$ cat src/spimp_pkg.sv
// ----------------------------------------------------------------------------
// spimp_pkg: shared types and constants of the SPI master port
// Command classes, configuration layout, status bit positions and sizes.
// ----------------------------------------------------------------------------
package spimp_pkg;

	localparam int FIFO_DEPTH_DEF  = 8;
	localparam int CMD_QUEUE_DEPTH = 4;
	localparam int QPTR_W          = $clog2(CMD_QUEUE_DEPTH);
	localparam int QCNT_W          = $clog2(CMD_QUEUE_DEPTH + 1);

	localparam int IN_DATA_W  = 24;
	localparam int OUT_DATA_W = 24;
	localparam int CFG_IDX_W  = 3;
	localparam int CFG_DATA_W = 8;

	// bus function codes carried on s_tuser
	typedef enum logic [1:0] {
		FUNC_TICK   = 2'd0,
		FUNC_WRITE  = 2'd1,
		FUNC_READ   = 2'd2,
		FUNC_STATUS = 2'd3
	} func_t;

	// configuration register indexes
	typedef enum logic [CFG_IDX_W-1:0] {
		CFG_FRAME_BITS = 3'd0,
		CFG_RATE       = 3'd1,
		CFG_PRESCALE   = 3'd2,
		CFG_CPOL       = 3'd3,
		CFG_CPHA       = 3'd4,
		CFG_ENABLE     = 3'd5,
		CFG_LOOPBACK   = 3'd6
	} cfg_idx_t;

	// status word bit positions
	localparam int STAT_TFE = 0;
	localparam int STAT_TNF = 1;
	localparam int STAT_RNE = 2;
	localparam int STAT_RFF = 3;
	localparam int STAT_BSY = 4;

	localparam logic [3:0] FRAME_BITS_RST = 4'd7;
	localparam logic [3:0] FRAME_BITS_MIN = 4'd3;
	localparam logic [7:0] PRESCALE_RST   = 8'h02;
	localparam logic [7:0] PRESCALE_MASK  = 8'hFE;
	localparam logic [7:0] PRESCALE_MIN   = 8'h02;

	typedef struct packed {
		logic [3:0] frame_bits;
		logic [7:0] rate;
		logic [7:0] prescale;
		logic       cpol;
		logic       cpha;
		logic       enable;
		logic       loopback;
	} cfg_t;

	// classified command passed from front to back
	typedef struct packed {
		logic        tick;
		logic        wr;
		logic        rd;
		logic        stat;
		logic [15:0] word;
		logic        sin;
	} cmd_t;

endpackage

$ cat src/spimp_front.sv
// ----------------------------------------------------------------------------
// spimp_front: input stage
// Accepts bus items, decodes the function code and pushes commands.
// ----------------------------------------------------------------------------
module spimp_front
	import spimp_pkg::*;
(
	input  logic                 s_tvalid,
	output logic                 s_tready,
	input  logic [IN_DATA_W-1:0] s_tdata,   // write_word[15:0], serial_in[16]
	input  logic [1:0]           s_tuser,   // func[1:0]
	input  logic                 q_full,
	output logic                 push,
	output cmd_t                 push_cmd
);

	func_t func;

	assign func     = func_t'(s_tuser);
	assign s_tready = ~q_full;
	assign push     = s_tvalid & ~q_full;

	always_comb begin
		push_cmd      = '0;
		push_cmd.word = s_tdata[15:0];
		push_cmd.sin  = s_tdata[16];
		unique case (func)
			FUNC_TICK:   push_cmd.tick = 1'b1;
			FUNC_WRITE:  push_cmd.wr   = 1'b1;
			FUNC_READ:   push_cmd.rd   = 1'b1;
			FUNC_STATUS: push_cmd.stat = 1'b1;
			default:     push_cmd.tick = 1'b1;
		endcase
	end

endmodule

$ cat src/spimp_cmd_queue.sv
// ----------------------------------------------------------------------------
// spimp_cmd_queue: command queue
// Short FIFO that decouples the input stage from the shift engine.
// ----------------------------------------------------------------------------
module spimp_cmd_queue
	import spimp_pkg::*;
(
	input  logic clk,
	input  logic arst_n,
	input  logic push,
	input  cmd_t push_cmd,
	output logic full,
	input  logic pop,
	output logic empty,
	output cmd_t head_cmd
);

	cmd_t              entry_q [CMD_QUEUE_DEPTH];
	logic [QPTR_W-1:0] wr_ptr_q;
	logic [QPTR_W-1:0] rd_ptr_q;
	logic [QCNT_W-1:0] count_q;

	assign full     = (count_q == QCNT_W'(CMD_QUEUE_DEPTH));
	assign empty    = (count_q == '0);
	assign head_cmd = entry_q[rd_ptr_q];

	always_ff @(posedge clk) begin
		if (push) begin
			entry_q[wr_ptr_q] <= push_cmd;
		end
	end

	always_ff @(posedge clk or negedge arst_n) begin
		if (!arst_n) begin
			wr_ptr_q <= '0;
			rd_ptr_q <= '0;
			count_q  <= '0;
		end else begin
			if (push) begin
				wr_ptr_q <= (wr_ptr_q == QPTR_W'(CMD_QUEUE_DEPTH - 1)) ? '0 : wr_ptr_q + 1'b1;
			end
			if (pop) begin
				rd_ptr_q <= (rd_ptr_q == QPTR_W'(CMD_QUEUE_DEPTH - 1)) ? '0 : rd_ptr_q + 1'b1;
			end
			unique case ({push, pop})
				2'b10:   count_q <= count_q + 1'b1;
				2'b01:   count_q <= count_q - 1'b1;
				default: count_q <= count_q;
			endcase
		end
	end

endmodule

$ cat src/spimp_engine.sv
// ----------------------------------------------------------------------------
// spimp_engine: shift engine, one command per cycle unless the output stalls
// Per command: FIFO access, bit timing, shifter and result.
// ----------------------------------------------------------------------------
module spimp_engine
	import spimp_pkg::*;
#(
	parameter int FIFO_DEPTH = FIFO_DEPTH_DEF
) (
	input  logic                  clk,
	input  logic                  arst_n,
	input  cfg_t                  cfg,
	input  logic                  q_empty,
	input  cmd_t                  cmd,
	output logic                  pop,
	output logic                  m_tvalid,
	input  logic                  m_tready,
	output logic [OUT_DATA_W-1:0] m_tdata
);

	localparam int PTR_W = (FIFO_DEPTH > 1) ? $clog2(FIFO_DEPTH) : 1;
	localparam int CNT_W = $clog2(FIFO_DEPTH + 1);
	localparam logic [CNT_W-1:0] FULL_CNT = CNT_W'(FIFO_DEPTH);
	localparam logic [PTR_W-1:0] LAST_PTR = PTR_W'(FIFO_DEPTH - 1);

	logic [15:0] tx_mem [FIFO_DEPTH];
	logic [15:0] rx_mem [FIFO_DEPTH];

	logic [PTR_W-1:0] tx_head_q, tx_tail_q, rx_head_q, rx_tail_q;
	logic [CNT_W-1:0] tx_fill_q, rx_fill_q;
	logic [15:0]      shift_q, tick_q;
	logic [4:0]       bits_q;
	logic             clk_lvl_q, shifting_q, latch_q;

	logic [PTR_W-1:0] tx_head_d, tx_tail_d, rx_head_d, rx_tail_d;
	logic [CNT_W-1:0] tx_fill_d, rx_fill_d;
	logic [15:0]      shift_d, tick_d;
	logic [4:0]       bits_d;
	logic             clk_lvl_d, shifting_d, latch_d;

	logic             tx_we, rx_we;
	logic [15:0]      rx_wdata;

	logic             out_valid_q;
	logic [OUT_DATA_W-1:0] out_data_q;
	logic [OUT_DATA_W-1:0] result;

	logic [3:0]  top_idx;
	logic [4:0]  frame_len;
	logic [15:0] frame_mask;
	logic [7:0]  ps_eff;
	logic [15:0] half_period;
	logic [15:0] tick_inc;
	logic        leading, bit_in, finish;
	logic [4:0]  bits_dec;
	logic [15:0] rd_word;
	logic        busy;

	// frame geometry and bit timing from the live configuration
	assign top_idx     = (cfg.frame_bits < FRAME_BITS_MIN) ? FRAME_BITS_MIN : cfg.frame_bits;
	assign frame_len   = {1'b0, top_idx} + 5'd1;
	assign frame_mask  = ~(16'hFFFF << frame_len);
	assign ps_eff      = ((cfg.prescale & PRESCALE_MASK) < PRESCALE_MIN) ? PRESCALE_MIN
	                     : (cfg.prescale & PRESCALE_MASK);
	assign half_period = 16'({9'd0, ps_eff[7:1]} * ({8'd0, cfg.rate} + 16'd1));

	assign pop = ~q_empty & (~out_valid_q | m_tready);

	always_comb begin
		tx_head_d  = tx_head_q;
		tx_tail_d  = tx_tail_q;
		rx_head_d  = rx_head_q;
		rx_tail_d  = rx_tail_q;
		tx_fill_d  = tx_fill_q;
		rx_fill_d  = rx_fill_q;
		shift_d    = shift_q;
		tick_d     = tick_q;
		bits_d     = bits_q;
		clk_lvl_d  = clk_lvl_q;
		shifting_d = shifting_q;
		latch_d    = latch_q;
		tx_we      = 1'b0;
		rx_we      = 1'b0;
		rx_wdata   = '0;
		rd_word    = '0;
		finish     = 1'b0;
		tick_inc   = tick_q + 16'd1;
		leading    = (clk_lvl_q == cfg.cpol);
		bit_in     = cfg.loopback ? shift_q[top_idx] : cmd.sin;
		bits_dec   = (bits_q != '0) ? bits_q - 5'd1 : '0;

		if (cmd.tick && cfg.enable) begin
			if (shifting_q) begin
				if (tick_inc >= half_period) begin
					tick_d    = '0;
					clk_lvl_d = ~clk_lvl_q;
					if (!cfg.cpha) begin
						if (leading) begin
							latch_d = bit_in;
						end else begin
							shift_d = {shift_q[14:0], latch_q} & frame_mask;
							bits_d  = bits_dec;
							finish  = (bits_dec == '0);
						end
					end else begin
						if (leading) begin
							if (bits_q < frame_len) begin
								shift_d = {shift_q[14:0], latch_q} & frame_mask;
							end
						end else begin
							latch_d = bit_in;
							bits_d  = bits_dec;
							if (bits_dec == '0) begin
								shift_d = {shift_q[14:0], bit_in} & frame_mask;
								finish  = 1'b1;
							end
						end
					end
					if (finish) begin
						// hand the received word to the receive FIFO, drop it if full
						rx_we      = (rx_fill_q < FULL_CNT);
						rx_wdata   = shift_d;
						shifting_d = 1'b0;
						clk_lvl_d  = cfg.cpol;
					end
				end else begin
					tick_d = tick_inc;
				end
			end else if (tx_fill_q != '0) begin
				// start a frame from the transmit FIFO head
				shift_d    = tx_mem[tx_head_q] & frame_mask;
				tx_head_d  = (tx_head_q == LAST_PTR) ? '0 : tx_head_q + 1'b1;
				tx_fill_d  = tx_fill_q - 1'b1;
				bits_d     = frame_len;
				tick_d     = '0;
				clk_lvl_d  = cfg.cpol;
				latch_d    = 1'b0;
				shifting_d = 1'b1;
			end
		end

		if (cmd.wr && (tx_fill_q < FULL_CNT)) begin
			tx_we     = 1'b1;
			tx_tail_d = (tx_tail_q == LAST_PTR) ? '0 : tx_tail_q + 1'b1;
			tx_fill_d = tx_fill_q + 1'b1;
		end

		if (rx_we) begin
			rx_tail_d = (rx_tail_q == LAST_PTR) ? '0 : rx_tail_q + 1'b1;
			rx_fill_d = rx_fill_q + 1'b1;
		end

		if (cmd.rd && (rx_fill_q != '0)) begin
			rd_word   = rx_mem[rx_head_q];
			rx_head_d = (rx_head_q == LAST_PTR) ? '0 : rx_head_q + 1'b1;
			rx_fill_d = rx_fill_q - 1'b1;
		end

		busy = shifting_d | (tx_fill_d != '0);
		if (cmd.stat) begin
			rd_word           = '0;
			rd_word[STAT_TFE] = (tx_fill_d == '0);
			rd_word[STAT_TNF] = (tx_fill_d < FULL_CNT);
			rd_word[STAT_RNE] = (rx_fill_d != '0);
			rd_word[STAT_RFF] = (rx_fill_d >= FULL_CNT);
			rd_word[STAT_BSY] = busy;
		end

		result = {4'd0, busy, ~shifting_d,
		          shifting_d & shift_d[top_idx],
		          shifting_d ? clk_lvl_d : cfg.cpol,
		          rd_word};
	end

	always_ff @(posedge clk) begin
		if (pop && tx_we) begin
			tx_mem[tx_tail_q] <= cmd.word;
		end
		if (pop && rx_we) begin
			rx_mem[rx_tail_q] <= rx_wdata;
		end
		if (pop) begin
			out_data_q <= result;
		end
	end

	always_ff @(posedge clk or negedge arst_n) begin
		if (!arst_n) begin
			tx_head_q   <= '0;
			tx_tail_q   <= '0;
			rx_head_q   <= '0;
			rx_tail_q   <= '0;
			tx_fill_q   <= '0;
			rx_fill_q   <= '0;
			shift_q     <= '0;
			tick_q      <= '0;
			bits_q      <= '0;
			clk_lvl_q   <= 1'b0;
			shifting_q  <= 1'b0;
			latch_q     <= 1'b0;
			out_valid_q <= 1'b0;
		end else begin
			if (pop) begin
				tx_head_q  <= tx_head_d;
				tx_tail_q  <= tx_tail_d;
				rx_head_q  <= rx_head_d;
				rx_tail_q  <= rx_tail_d;
				tx_fill_q  <= tx_fill_d;
				rx_fill_q  <= rx_fill_d;
				shift_q    <= shift_d;
				tick_q     <= tick_d;
				bits_q     <= bits_d;
				clk_lvl_q  <= clk_lvl_d;
				shifting_q <= shifting_d;
				latch_q    <= latch_d;
			end
			if (pop) begin
				out_valid_q <= 1'b1;
			end else if (m_tready) begin
				out_valid_q <= 1'b0;
			end
		end
	end

	assign m_tvalid = out_valid_q;
	assign m_tdata  = out_data_q;

endmodule

$ cat src/spi_master_port_with_fifos_top.sv
// ----------------------------------------------------------------------------
// spi_master_port_with_fifos_top: SPI master port with transmit/receive FIFOs
// Motorola frame format master; bus ticks and accesses arrive as stream items.
//
//   channel  direction  payload
//   s_*      in         tuser: func; tdata: write_word, serial_in
//   m_*      out        tdata: read_word, serial_clock, serial_out,
//                              frame_select_n, busy_res
//   cfg_*    in         cfg_index selects register, cfg_wdata is its value
//
// One item per cycle sustained while m_* does not stall; each item is registered
// in the command queue and its result in the engine's output register for m_*.
// Reset clears pointers, fill counts, the shifter and all handshake state;
// FIFO contents stay unknown until written.
// A four-entry command queue absorbs output stalls; s_tready drops when it fills.
// ----------------------------------------------------------------------------
module spi_master_port_with_fifos_top
	import spimp_pkg::*;
#(
	parameter int FIFO_DEPTH = FIFO_DEPTH_DEF
) (
	input  logic                  clk,
	input  logic                  arst_n,
	input  logic                  s_tvalid,
	output logic                  s_tready,
	input  logic [IN_DATA_W-1:0]  s_tdata,   // write_word[15:0], serial_in[16]
	input  logic [1:0]            s_tuser,   // func[1:0]
	output logic                  m_tvalid,
	input  logic                  m_tready,
	output logic [OUT_DATA_W-1:0] m_tdata,   // read_word[15:0], serial_clock[16],
	                                          // serial_out[17], frame_select_n[18],
	                                          // busy_res[19]
	input  logic                  cfg_we,
	input  logic [CFG_IDX_W-1:0]  cfg_index,
	input  logic [CFG_DATA_W-1:0] cfg_wdata
);

	cfg_t cfg_q;
	logic push, q_full, q_empty, pop;
	cmd_t push_cmd, head_cmd;

	always_ff @(posedge clk or negedge arst_n) begin
		if (!arst_n) begin
			cfg_q.frame_bits <= FRAME_BITS_RST;
			cfg_q.rate       <= '0;
			cfg_q.prescale   <= PRESCALE_RST;
			cfg_q.cpol       <= 1'b0;
			cfg_q.cpha       <= 1'b0;
			cfg_q.enable     <= 1'b0;
			cfg_q.loopback   <= 1'b0;
		end else if (cfg_we) begin
			unique case (cfg_idx_t'(cfg_index))
				CFG_FRAME_BITS: cfg_q.frame_bits <= cfg_wdata[3:0];
				CFG_RATE:       cfg_q.rate       <= cfg_wdata;
				CFG_PRESCALE:   cfg_q.prescale   <= cfg_wdata;
				CFG_CPOL:       cfg_q.cpol       <= cfg_wdata[0];
				CFG_CPHA:       cfg_q.cpha       <= cfg_wdata[0];
				CFG_ENABLE:     cfg_q.enable     <= cfg_wdata[0];
				CFG_LOOPBACK:   cfg_q.loopback   <= cfg_wdata[0];
				default:        cfg_q            <= cfg_q;
			endcase
		end
	end

	spimp_front u_front (
		.s_tvalid (s_tvalid),
		.s_tready (s_tready),
		.s_tdata  (s_tdata),
		.s_tuser  (s_tuser),
		.q_full   (q_full),
		.push     (push),
		.push_cmd (push_cmd)
	);

	spimp_cmd_queue u_queue (
		.clk      (clk),
		.arst_n   (arst_n),
		.push     (push),
		.push_cmd (push_cmd),
		.full     (q_full),
		.pop      (pop),
		.empty    (q_empty),
		.head_cmd (head_cmd)
	);

	spimp_engine #(
		.FIFO_DEPTH (FIFO_DEPTH)
	) u_engine (
		.clk      (clk),
		.arst_n   (arst_n),
		.cfg      (cfg_q),
		.q_empty  (q_empty),
		.cmd      (head_cmd),
		.pop      (pop),
		.m_tvalid (m_tvalid),
		.m_tready (m_tready),
		.m_tdata  (m_tdata)
	);

endmodule

$ cat config.mk
export PLATFORM = sky130hd
export DESIGN_NAME = spi_master_port_with_fifos_top
export DESIGN_NICKNAME = d
export VERILOG_FILES = /design/src/spimp_pkg.sv /design/src/spimp_front.sv /design/src/spimp_cmd_queue.sv /design/src/spimp_engine.sv /design/src/spi_master_port_with_fifos_top.sv
export SDC_FILE = /design/constraint.sdc
export NUM_CORES = 1
export LEC_CHECK = 0
export ABC_AREA = 0
export BUFFER_PORTS_ARGS = -buffer_cell sky130_fd_sc_hd__buf_2
export CAP_MARGIN = 5
export CORE_ASPECT_RATIO = 1.4
export CORE_UTILIZATION = 40
export CTS_CLUSTER_DIAMETER = 40
export DETAILED_ROUTE_END_ITERATION = 8
export HOLD_SLACK_MARGIN = 0.12
export SYNTH_ARGS = -nofsm -noshare
export SYNTH_HDL_FRONTEND = slang
export SYNTH_HIERARCHICAL = 1
export SYNTH_SLANG_ARGS = --single-unit
$ cat constraint.sdc
create_clock -name clk -period 10.4 [get_ports clk]
set_input_delay 0.52 -clock clk [delete_from_list [all_inputs] [get_ports clk]]
set_output_delay 0.52 -clock clk [all_outputs]
set_load 0.01 [all_outputs]
==> results.yml <==
clock_network:
  path_clk_slew_ns: 0.06
  hold_buffers: 18
  post-cts-setup-buffer-count: 0
  htreeDepth: 2
  clkLatencyLatePin_ns: 0.60
  clock_path_buffers: 3
  cts_made_buffers: 51
  clock-sinks: 451
  post_cts_resized: 0
  tritoncts: "yes"
  clock-root-buffer: "clkbuf_16"
critical_path:
  path_class: "flip-flop to flip-flop"
  crit_path_top_delay_cell: "nand2_1"
  start_kind: "flip-flop"
  worstPathRequired_ns: 10.75
  endpoint_kind: "flip-flop"
  critical_path_arrival_ns: 8.97
  r2r_cells: 29
  worstPathMaxFanout: 18
  cp_common_cell: "inv_1"
  max_stage_delay_ns: 0.71
place:
  port-buffer-count: 56
  pre_cts_ws_ns: 1.89
  gp_congestion: 0.935
  dp_hpwl_um: 35900
timing:
  hold_viol_final: 0
  setup_viol_count_final: 0
  final_max_slew_viol_count: 0
  fin_skew_ns: 0.0176
  tightest_slew_ns: 1.22
  setup_slack_ns: 1.78
  timing.final.crit_period_ns: 8.62
  finalCritPeriodShare_pct: 82.9
  slew_headroom_pct: 18.1
  max_freq_ghz: 0.116
  setup_tns_ns: 0
  rsz0062_at_grt: "false"
global_routing:
  grt_pass1_wl_um: 84100
  antenna_found_initial: 0
  overflow: 0
  grt_pass1_vias: 14900
  grt_usage_pct: 18.7
  grt_max_degree: 64
finish:
  seq_area_mm2: 0.0131
  drive_above_1_share_pct: 18.9
  multi_input_area_mm2: 0.00912
  area_growth_pct: 12.8
  nFillCells: 4934
  final_core_util_pct: 45.9
  antenna_cells: 0
  nets: 1926
floorplanning:
  start_util_pct: 40.7
  chipHeight_um: 286
  die_w_um: 205
  rows: 103
  core_area_mm2: 0.0566
  dieArea_mm2: 0.0585
  ios: 68
min_path:
  whs_path_depth: 2
  hp-class: "input port to flip-flop"
routing:
  maxUsedRoutingLayer: "met4"
  wl_per_cell_um: 21.0
  dr.first_iter.drc_count: 1105
  postRouteWirelength_um: 53600
  ant_nets: 0
  wl_met3_um: 2350
  detail_route.first_pass.iterations: 5
  m1WireLength_um: 21200
  wl_met2_um: 27100
  viasPerCell: 5.67
  vias: 14500
  route.detailed.drc: 0
status:
  status: "finished, final reports clean"
power_and_ir_drop:
  power.density_mw_per_mm2: 294
  p_leak_nw: 9.74
  peakVddDrop_mv: 0.191
  total_power_mw: 7.64
yosys:
  syn_avg_cell_area_um2: 13.5
  synthCells: 1704
  yosysWarnings: 6
  syn_area_mm2: 0.0230
run:
  cap_viol_max_count: 0
## registers in the layout, summed over array words and instances (netlist names), 4 cells and up
signal / count
u_engine/shift_q: 16
u_queue/entry_q: 84
u_engine/tick_q: 16
u_engine/rx_mem: 128
u_engine/m_tdata: 20
cfg_q: 23
u_engine/bits_q: 5
u_engine/rx_fill_q: 4
u_engine/tx_mem: 128
u_engine/tx_fill_q: 4
## path summary, 6_finish.rpt
| path | slack [ns] | startpoint | endpoint |
|---|---|---|---|
| max | 1.78 | cfg_q[12]$_DFFE_PN0P_ | u_engine/m_tdata[17]$_DFFE_PP_ |
| min | 0.16 | cfg_wdata[7] | cfg_q[19]$_DFFE_PN0P_ |
| max reg2reg | 1.78 | cfg_q[12]$_DFFE_PN0P_ | u_engine/m_tdata[17]$_DFFE_PP_ |
| min reg2reg | 0.48 | u_queue/count_q[1]$_DFFE_PN0P_ | u_engine/m_tvalid$_DFFE_PN0P_ |
| max in group asynchronous | 8.65 | arst_n | u_engine/rx_head_q[0]$_DFFE_PN0P_ |
| min in group asynchronous | 0.39 | arst_n | u_engine/bits_q[4]$_DFFE_PN0P_ |
## power breakdown
| part | total, mW | internal (mW) | switching [mW] |
|---|---|---|---|
| sequential | 2.56 | 2.32 | 0.240 |
| clock | 1.82 | 1.05 | 0.772 |
| combinational | 3.26 | 1.33 | 1.93 |
## through the flow
step	area, um2	hold WS (ns)	cells
after floorplan	23000	0.224	1707
after global routing	26000	0.151	2549
after detailed placement	24000	0.476	2435
after global placement	24000	0.471	2435
final	26000	0.160	2549
after CTS	26000	0.139	2549
## cell type report
cell class	count	area share (%)
clock buffer	61	5.18
clock inverter	35	1.52
inverter	71	1.03
multi-input combinational	1074	35.1
sequential	451	50.4
tap	735	3.54
timing repair buffer	122	3.17
## critical path: cells and delay by family (launching register included)
kind,cells,cell delay [ns]
flops,1,0.56
xor+xnor,2,0.65
compound gates,10,2.62
fa+ha+maj,7,2.92
buf+inv,5,0.30
simple gates,5,1.31
## routing by layer
metal	vias to the layer above	track usage [%]
met2	420	32.1
met5	-	0
met3	147	2.62
met4	0	10.4
li1	6564	-
met1	7321	22.5
## cell usage in the layout, fill, tap and decap left out, types with 7 or more instances in the layout
| cell | n |
|---|---|
| mux4_2 | 82 |
| buf_4 | 49 |
| nand3_1 | 44 |
| edfxtp_1 | 360 |
| nand2b_1 | 25 |
| dlygate4sd3_1 | 18 |
| a211oi_1 | 11 |
| nand2_1 | 125 |
| o32ai_1 | 8 |
| a21oi_1 | 62 |
| and3_1 | 25 |
| clkbuf_16 | 52 |
| ha_1 | 78 |
| dfrtp_1 | 85 |
| nor2_1 | 104 |
| buf_2 | 55 |
| o22ai_1 | 18 |
| inv_1 | 70 |
| fa_1 | 35 |
| a31oi_1 | 14 |
| nor3_1 | 18 |
| a21o_1 | 12 |
| o211ai_1 | 7 |
| nor4_1 | 7 |
| xnor2_1 | 17 |
| o21ai_0 | 71 |
| and2_1 | 30 |
| mux2i_1 | 37 |
| mux2_2 | 38 |
| xor2_1 | 24 |
| clkbuf_1 | 8 |
| o221ai_1 | 8 |
| nor2b_1 | 44 |
No activity file was read; power rests on OpenSTA's default activity.
